$ cat src/rtl/core/tbpq_pkg.sv
// shared types, field widths, codes and the ordering function
// of the tie-break priority queue; no dependencies
package tbpq_pkg;

    localparam int ID_W     = 8;
    localparam int PRIO_W   = 32;
    localparam int STAMP_W  = 32;
    localparam int STATUS_W = 2;
    localparam int OCC_W    = 5;

    typedef enum logic
    {
        OP_PUSH = 1'b0,
        OP_POP  = 1'b1
    } opcode_t;

    typedef enum logic [STATUS_W-1:0]
    {
        STATUS_OK    = 2'd0,
        STATUS_FULL  = 2'd1,
        STATUS_EMPTY = 2'd2
    } status_t;

    typedef enum logic
    {
        TIE_ARRIVAL = 1'b0,
        TIE_LOW_ID  = 1'b1
    } tie_mode_t;

    // one stored entry
    typedef struct packed
    {
        logic [ID_W-1:0]    id;
        logic [PRIO_W-1:0]  prio;
        logic [STAMP_W-1:0] stamp;
    } entry_t;

    // write command from the control to every cell
    typedef struct packed
    {
        logic   wr_push;   // store at slot count, start sift up
        logic   wr_pop;    // store at root, maybe start sift down
        logic   dn_start;
        entry_t wr_entry;
    } cell_load_t;

    // what a cell shows its parent and children
    typedef struct packed
    {
        entry_t ent;
        logic   up_swap;   // swapping with parent this cycle
        logic   dn_left;   // swapping with left child this cycle
        logic   dn_right;  // swapping with right child this cycle
        logic   busy;      // holds a sift token
    } cell_link_t;

    // true when a must leave before b
    function automatic logic goes_first(entry_t a, entry_t b, logic mode);
        logic res;
        if (a.prio != b.prio)
        begin
            res = a.prio < b.prio;
        end
        else if (mode == TIE_LOW_ID)
        begin
            res = a.id < b.id;
        end
        else
        begin
            res = a.stamp < b.stamp;
        end
        return res;
    endfunction

endpackage

$ cat src/rtl/core/tbpq_cell.sv
// one heap slot: holds an entry and a sift token, swaps with its
// parent or a child one level a cycle; depends on tbpq_pkg
module tbpq_cell #(
    parameter int CAPACITY = 16,
    parameter int CNT_W    = 5,
    parameter int IDX      = 0
) (
    input  logic                 clk,
    input  logic                 rst_n,
    input  logic                 mode,
    input  logic [CNT_W-1:0]     count,
    input  tbpq_pkg::cell_load_t load,
    input  tbpq_pkg::cell_link_t parent,
    input  tbpq_pkg::cell_link_t left,
    input  tbpq_pkg::cell_link_t right,
    output tbpq_pkg::cell_link_t link
);

    localparam int L          = 2 * IDX + 1;
    localparam int R          = 2 * IDX + 2;
    localparam bit L_EXISTS   = (L < CAPACITY);
    localparam bit R_EXISTS   = (R < CAPACITY);
    localparam bit IS_ROOT    = (IDX == 0);
    localparam bit IS_LEFT    = ((IDX % 2) == 1);

    tbpq_pkg::entry_t ent_reg;
    tbpq_pkg::entry_t ent_next;
    logic             up_tok_reg;
    logic             up_tok_next;
    logic             dn_tok_reg;
    logic             dn_tok_next;

    logic             hit_push;
    logic             hit_pop;
    logic             has_l;
    logic             has_r;
    logic             pick_l;
    logic             pick_r;
    tbpq_pkg::entry_t best_ent;
    logic             dn_left;
    logic             dn_right;
    logic             up_swap;
    logic             from_parent;
    logic             child_up;

    // write targets from the control
    assign hit_push = load.wr_push && (count == CNT_W'(IDX));
    assign hit_pop  = load.wr_pop && IS_ROOT;

    // children inside the live part of the heap
    assign has_l = L_EXISTS && (count > CNT_W'(L));
    assign has_r = R_EXISTS && (count > CNT_W'(R));

    // sift down choice, same order of tests as a software heap
    always_comb
    begin
        pick_l   = has_l && tbpq_pkg::goes_first(left.ent, ent_reg, mode);
        best_ent = pick_l ? left.ent : ent_reg;
        pick_r   = has_r && tbpq_pkg::goes_first(right.ent, best_ent, mode);
    end

    assign dn_right = dn_tok_reg && pick_r;
    assign dn_left  = dn_tok_reg && pick_l && !pick_r;

    // sift up choice
    assign up_swap = up_tok_reg && !IS_ROOT && tbpq_pkg::goes_first(ent_reg, parent.ent, mode);

    // neighbors moving data into this slot
    assign from_parent = IS_LEFT ? parent.dn_left : parent.dn_right;
    assign child_up    = left.up_swap || right.up_swap;

    // next entry
    always_comb
    begin
        ent_next = ent_reg;
        if (hit_push || hit_pop)
        begin
            ent_next = load.wr_entry;
        end
        else if (dn_left)
        begin
            ent_next = left.ent;
        end
        else if (dn_right)
        begin
            ent_next = right.ent;
        end
        else if (up_swap || from_parent)
        begin
            ent_next = parent.ent;
        end
        else if (left.up_swap)
        begin
            ent_next = left.ent;
        end
        else if (right.up_swap)
        begin
            ent_next = right.ent;
        end
    end

    // tokens move with the item being sifted
    assign up_tok_next = hit_push || child_up;
    assign dn_tok_next = (hit_pop && load.dn_start) || from_parent;

    always_ff @(posedge clk or negedge rst_n)
    begin
        if (!rst_n)
        begin
            up_tok_reg <= 1'b0;
            dn_tok_reg <= 1'b0;
        end
        else
        begin
            up_tok_reg <= up_tok_next;
            dn_tok_reg <= dn_tok_next;
        end
    end

    always_ff @(posedge clk)
    begin
        ent_reg <= ent_next;
    end

    // outputs to neighbors
    always_comb
    begin
        link.ent      = ent_reg;
        link.up_swap  = up_swap;
        link.dn_left  = dn_left;
        link.dn_right = dn_right;
        link.busy     = up_tok_reg || dn_tok_reg;
    end

endmodule

$ cat config.mk
export PLATFORM = sky130hd
export DESIGN_NAME = tbpq_cell
export DESIGN_NICKNAME = d
export VERILOG_FILES = /design/src/rtl/core/tbpq_pkg.sv /design/src/rtl/core/tbpq_cell.sv
export SDC_FILE = /design/constraint.sdc
export NUM_CORES = 1
export LEC_CHECK = 0
export BUFFER_PORTS_ARGS = -buffer_cell sky130_fd_sc_hd__buf_2
export CAP_MARGIN = 0
export CORE_AREA = 2 2 151 153
export DETAILED_ROUTE_END_ITERATION = 8
export DIE_AREA = 0 0 153 155
export GPL_TIMING_DRIVEN = 0
export PLACE_DENSITY = 0.77
export SLEW_MARGIN = 40
export SYNTH_ARGS = -nofsm -noshare
export SYNTH_HDL_FRONTEND = slang
export SYNTH_SLANG_ARGS = --single-unit
export TNS_END_PERCENT = 100
$ cat constraint.sdc
create_clock -name clk -period 21.8 [get_ports clk]
set_input_delay 1.09 -clock clk [delete_from_list [all_inputs] [get_ports clk]]
set_output_delay 1.09 -clock clk [all_outputs]
set_load 0.1 [all_outputs]
==> impl_metrics.ini, run 1 <==
[synth]
synth_fa_ha_area_frac = 0.174
synth_compound_area_frac = 0.289
synthMuxAreaShare = 0.0696
synth_edf_count = 72
ys_seq_elements = 74
synth-simple-area-share = 0.181
syn_area_um2 = 10100
synth_flop_cell = edfxtp_1
synth.distinct_cells = 54
synth_top_family_by_area = compound AO/OA/AOI/OAI gates
synth.most_common_cell = nand2_1
synth_area_leaders = edfxtp_1 (21%), ha_1 (17%), nand2_1 (8.7%), mux2i_1 (7.0%), a2bb2oi_1 (6.0%)
ys_seq_area_frac = 0.220
synth_xor_xnor_area_share = 0
syn_nets = 1715
yosysWarnings = 0
syn_inst = 1264
synth_top_area_frac = 0.215
async_reset_ff_frac = 0.0270
avgSynthCellArea_um2 = 7.96
yosysTopAreaCell = edfxtp_1
yosys-top-cells-count = nand2_1 (232), ha_1 (140), o21ai_0 (88), inv_1 (81), a211oi_1 (75)

[cells_and_area]
syn2layout_area_growth_pct = 26.1
finalNetCount = 2104
largest_reg_flops = 72
drive_gt1_frac = 0.258
n_fill_cell = 2163

[route]
routed_via_density = 6.05
drt_iter0_drc = 959
first_pass_iters = 5
postRouteAntennaNets = 0
wirelength_um = 41400
routedWlPerCell_um = 21.2
vias = 11783
drc = 0

[floorplan]
ios = 387
core_um2 = 22200
dieArea_um2 = 23700
start_util = 0.453
die_w_um = 153
rows = 55
die_h_um = 155

[global_route]
use_met2 = 0.590
met1_usage = 0.421
grt_pass1_wl_um = 62200
busiest_layer = met2
grt_pass1_vias = 11452
met3_usage = 0.0457
grt_max_degree = 33
grt-ovfl-total = 0
antenna_found_initial = 6
grt_usage = 0.334

[worst_setup_path]
startpoint_type = input pin
cp.required_ns = 20.71
path_class = in -> out
arrival_ns = 8.16
crit_path_max_fanout = 10
endpoint_kind = output port

[status]
status = finished, final reports clean

[power]
clkPwrFrac = 0.142
power_density_nw_per_um2 = 93.8
p_int_mw = 0.538
leakagePower_nw = 6.28
p_total_mw = 1.19
switching_share = 0.548
pwr-share-seq = 0.196
vdd_ir_drop_max_uv = 55.1
p_comb_frac = 0.662
p_sw_mw = 0.652

[cts]
clock_insertion_delay_worst_skew_ns = 0.35
cts_hold_buf = 0
cts_max_path_buffers = 2
cts_resized = 0
cts_made_buffers = 9
root_buffer = clkbuf_16
cts_setup_buffers = 0
cts_tree = built
clock_sink_count = 74
ctsHtreeMaxLevel = 3
clkTransAtPathRegs_ns = 0.06

[timing]
fmax_mhz = 108
worstMarginPinSlew_ns = 0.870
whs_ns = 0.520
final.setup.tns_ns = 0
fin_skew_ns = 0.0104
slew_headroom = 0.420
post-route-period-util = 0.424
setup_violations = 0
rsz0062_at_grt = false
finalHoldViolCount = 0
finalCriticalPeriod_ns = 9.25
drv_slew = 0

[placed_design]
io_buffers = 376
dp_hpwl_um = 32800
gp_congestion = 0.920

[min_path]
hold_class = in -> async

[job]
cap_violations = 0
==> power groups by stage <==
stage / registers [mW] / clock network (mW) / logic (mW)
2_1_floorplan: 0.470 / 0 / 0.350
3_3_place_gp: 0.235 / 0 / 0.764
3_5_place_dp: 0.235 / 0 / 0.780
4_1_cts: 0.232 / 0.169 / 0.783
5_1_grt: 0.237 / 0.172 / 0.843
6_report: 0.233 / 0.169 / 0.788
==> metrics by stage <==
| step | cells | util | area (um2) | worst slack [ns] |
|---|---|---|---|---|
| after floorplan | 1264 | - | 10100 | 14.15 |
| after detailed placement | 1927 | 0.556 | 12400 | 12.60 |
| after global routing | 1948 | 0.571 | 12700 | 12.20 |
| after CTS | 1943 | 0.570 | 12700 | 12.58 |
| after global placement | 1925 | 0.553 | 12300 | 10.97 |
| final | 1949 | 0.571 | 12700 | 12.55 |
==> final timing paths <==
path                       startpoint  slack (ns)  cells past startpoint          to
setup reg to reg             link[62]       13.74                     23    link[25]
setup / recovery             left[65]       12.55                     24     link[2]
max in group asynchronous       rst_n       21.19                      1  dn_tok_reg
min in group clk             right[3]        0.96                      3  up_tok_reg
hold reg to reg            dn_tok_reg        1.39                      6    link[18]
hold / removal                  rst_n        0.52                      1  up_tok_reg
==> cell usage in the layout (no fill, tap or decap), types with 4 or more instances in the layout <==
cell	synthesis	final
nand2_1	232	232
o21ai_1	8	8
nor2_1	24	23
o211ai_1	8	8
clkbuf_2	0	4
nand4_1	24	24
clkbuf_1	62	58
nand3_1	11	11
a22oi_1	71	71
buf_2	17	393
ha_1	140	140
edfxtp_1	72	72
nor3_1	8	8
clkbuf_16	0	9
o21a_1	6	6
nor2b_1	8	8
o21ai_0	88	88
a211oi_1	75	74
and2_1	70	70
nand2b_1	4	4
a21oi_1	43	43
diode_2	0	6
mux2i_1	70	70
buf_1	4	4
inv_1	81	81
a21o_1	19	19
a2bb2oi_1	69	69
==> worst max-delay path: stages <==
cell	delay, ns
buf_2	0.13
ha_1	0.31
nand4_1	0.18
nor4_1	0.69
nand3_1	0.36
a41o_1	0.33
o21ai_0	0.33
clkbuf_1	0.66
mux2i_1	0.27
ha_1	0.27
a211oi_1	0.20
o21ai_0	0.12
a21oi_1	0.14
o21ai_0	0.17
a2111o_1	0.45
nor3_1	0.25
nand2_1	0.11
o2111ai_2	0.60
a211o_2	0.38
buf_2	0.32
buf_2	0.30
inv_1	0.06
buf_4	0.12
buf_2	0.28
==> cells by family (layout without fill, tap and decap cells) <==
| logic type | count (synthesis) | in the layout |
|---|---|---|
| muxes | 70 | 70 |
| AOI/OAI and AO/OA | 416 | 416 |
| and+or+nand+nor | 395 | 395 |
| adders and majority gates | 140 | 140 |
| other | 1 | 7 |
| buffers and inverters | 168 | 562 |
| DFF | 74 | 74 |
==> layer usage <==
metal  routed length (um)  up-vias  part of all wire
met4                  902        2             0.022
met2                20300      641              0.49
met1                16900     5584              0.41
li1                     -     5491                 -
met5                   11        -           0.00027
met3                 3320       65             0.080
==> layout make-up <==
class	instances	area, um2	area share
clock buffer	9	225	0.0177
timing repair buffer	378	1920	0.151
tap	285	357	0.0281
multi-input combinational	1022	7200	0.567
antenna	6	15.0	0.00118
buffer	87	372	0.0293
sequential	74	2210	0.174
inverter	81	304	0.0240
clock inverter	7	83.8	0.00661
No activity file was read; power rests on OpenSTA's default activity.
==> run 2: changes to the inputs <==
--- a/config.mk
+++ b/config.mk
@@ -7,11 +7,11 @@
 export LEC_CHECK = 0
 export BUFFER_PORTS_ARGS = -buffer_cell sky130_fd_sc_hd__buf_2
 export CAP_MARGIN = 0
-export CORE_AREA = 2 2 151 153
+export CORE_AREA = 2 2 148 150
 export DETAILED_ROUTE_END_ITERATION = 8
-export DIE_AREA = 0 0 153 155
+export DIE_AREA = 0 0 150 152
 export GPL_TIMING_DRIVEN = 0
-export PLACE_DENSITY = 0.77
+export PLACE_DENSITY = 0.8
 export SLEW_MARGIN = 40
 export SYNTH_ARGS = -nofsm -noshare
 export SYNTH_HDL_FRONTEND = slang
==> constraint.sdc (replaced) <==
create_clock -name clk -period 9.2 [get_ports clk]
set_input_delay 0.46 -clock clk [delete_from_list [all_inputs] [get_ports clk]]
set_output_delay 0.46 -clock clk [all_outputs]
set_load 0.1 [all_outputs]
==> run 2 against run 1 <==
Against the previous run: non-clock buffer count increased by 1; sequential power increased by 140%; sequential share of layout area about the same; clock-buffer cell count increased by 2; total power increased by 140%; combinational power increased by 140%; via count increased by 0.72%; core utilization increased by 2.2 points; hold slack got worse by 0.16 ns; critical path depth increased by 2; die area decreased by 3.9%; critical endpoint unchanged.
==> impl_metrics.ini, run 2 (synthesis results as in run 1) <==
[placed_design]
placed_cells = 1922
gp_congestion = 0.919
dp_hpwl_um = 32700
io_buffers = 376

[floorplan]
start_util = 0.471
ios = 387
die_h_um = 152
core_um2 = 21400
dieArea_um2 = 22800
rows = 54
die_w_um = 150

[cts]
ctsHtreeMaxLevel = 3
cts_resized = 0
cts_made_buffers = 9
root_buffer = clkbuf_16
cts_max_path_buffers = 2
cts_tree = built
cts_setup_buffers = 0
clock_sink_count = 74
clkTransAtPathRegs_ns = 0.07
clock_insertion_delay_worst_skew_ns = 0.35

[worst_setup_path]
cp.required_ns = 8.74
r2r-end = link[35]
path_class = reg -> out
regToRegStartpoint = link[65]
arrival_ns = 7.48
worstSetupStartpoint = link[65]
startpoint_type = flop
crit_path_max_fanout = 10
cp-endpoint = link[2]
reg2reg_slack_ns = 1.39
endpoint_kind = output port
ff2ff_path_depth = 24

[cells_and_area]
finalNetCount = 2105
syn2layout_area_growth_pct = 25.8
post-route-util = 0.593
largest_reg_flops = 72
final_cell_count_no_fill = 1944
most-common-layout-cells = buf_2 (393), nand2_1 (232), ha_1 (140), o21ai_0 (88), inv_1 (81)
drive_gt1_frac = 0.256
final_common_cell = buf_2

[power]
leakagePower_nw = 6.27
power_density_nw_per_um2 = 221
vdd_ir_drop_max_uv = 97.6
p_total_mw = 2.80
p_comb_frac = 0.671
pwr-share-seq = 0.198
p_sw_mw = 1.55
p_int_mw = 1.25
switching_share = 0.553
clkPwrFrac = 0.131

[status]
status = finished, final reports clean

[timing]
fmax_mhz = 126
worstMarginPinSlew_ns = 0.872
finalCriticalPeriod_ns = 7.94
finalHoldViolCount = 0
rsz0062_at_grt = false
slew_headroom = 0.418
final.setup.tns_ns = 0
setup_violations = 0
post-route-period-util = 0.863
drv_slew = 0
fin_skew_ns = 0.0116

[global_route]
antenna_found_initial = 5
grt_max_degree = 34
grt_pass1_wl_um = 62500
grt-ovfl-total = 0
grt_usage = 0.351
grt_pass1_vias = 11755

[route]
drc = 0
first_pass_iters = 6
routedWlPerCell_um = 21.4
wirelength_um = 41600
vias = 11868
postRouteAntennaNets = 0
drt_iter0_drc = 766
routed_via_density = 6.10

[min_path]
hold_class = in -> reg

[job]
cap_violations = 0
## run 2: what timing repair did
action                                  CTS  global route
hold endpoints to repair                  2             0
hold buffers                              1             0
endpoints found under the setup margin    0             0
## run 2: through the flow
step	hold WS [ns]	cell area, um2	setup slack (ns)
finish	0.364	12700	1.26
global route	0.369	12700	0.820
CTS	0.355	12600	1.02
detailed placement	0.249	12400	1.03
global placement	0.247	12300	-0.974
floorplan	0.164	10100	1.58
## run 2: critical path, stage by stage (launching register included)
cell	delay (ns)
edfxtp_1	0.38
inv_1	0.06
ha_1	0.31
nand4_1	0.18
nor4_1	0.70
nand3_1	0.35
nor2_1	0.18
a31o_2	0.15
o21a_1	0.14
buf_6	0.14
clkbuf_1	0.62
mux2i_1	0.18
ha_1	0.35
nand4_1	0.13
nor3_1	0.25
nor3b_1	0.51
o211ai_1	0.22
o21ai_0	0.14
nor3_1	0.10
nand2_1	0.08
o2111ai_2	0.35
a211o_2	0.55
buf_2	0.24
buf_2	0.22
inv_1	0.08
buf_4	0.09
buf_2	0.41
## run 2: worst min path at each step
stage / cells after the start / slack [ns] / end / from
CTS: 2 / 0.35 / dn_tok_reg / load[73]
global placement: 1 / 0.25 / dn_tok_reg / rst_n
floorplan: 0 / 0.16 / dn_tok_reg / rst_n
detailed placement: 1 / 0.25 / dn_tok_reg / rst_n
global route: 3 / 0.37 / up_tok_reg / right[3]
finish: 2 / 0.36 / dn_tok_reg / load[73]
## run 2: routing by layer
layer  vias to the layer above  part of all wire  track usage
li1                       5492                 -            -
met3                       105             0.097       0.0643
met4                         2             0.036        0.161
met5                         -           0.00031            0
met2                       715              0.49        0.599
met1                      5554              0.38        0.425
## run 2: cell type report
| type | count | area (um2) |
|---|---|---|
| Tap cell | 280 | 350 |
| Clock inverter | 4 | 43.8 |
| Antenna cell | 6 | 15.0 |
| Timing Repair Buffer | 379 | 1930 |
| Clock buffer | 11 | 233 |
| Multi-Input combinational cell | 1022 | 7200 |
| Sequential cell | 74 | 2210 |
| Inverter | 81 | 304 |
| Buffer | 87 | 372 |
| Fill cell | 1998 | 8690 |
## run 2: power groups by stage
stage	clock [mW]	sequential, mW	combinational, mW
after global placement	0	0.557	1.81
after CTS	0.368	0.550	1.86
after global routing	0.378	0.560	2.00
after detailed placement	0	0.557	1.85
final	0.366	0.553	1.88
after floorplan	0	1.11	0.828
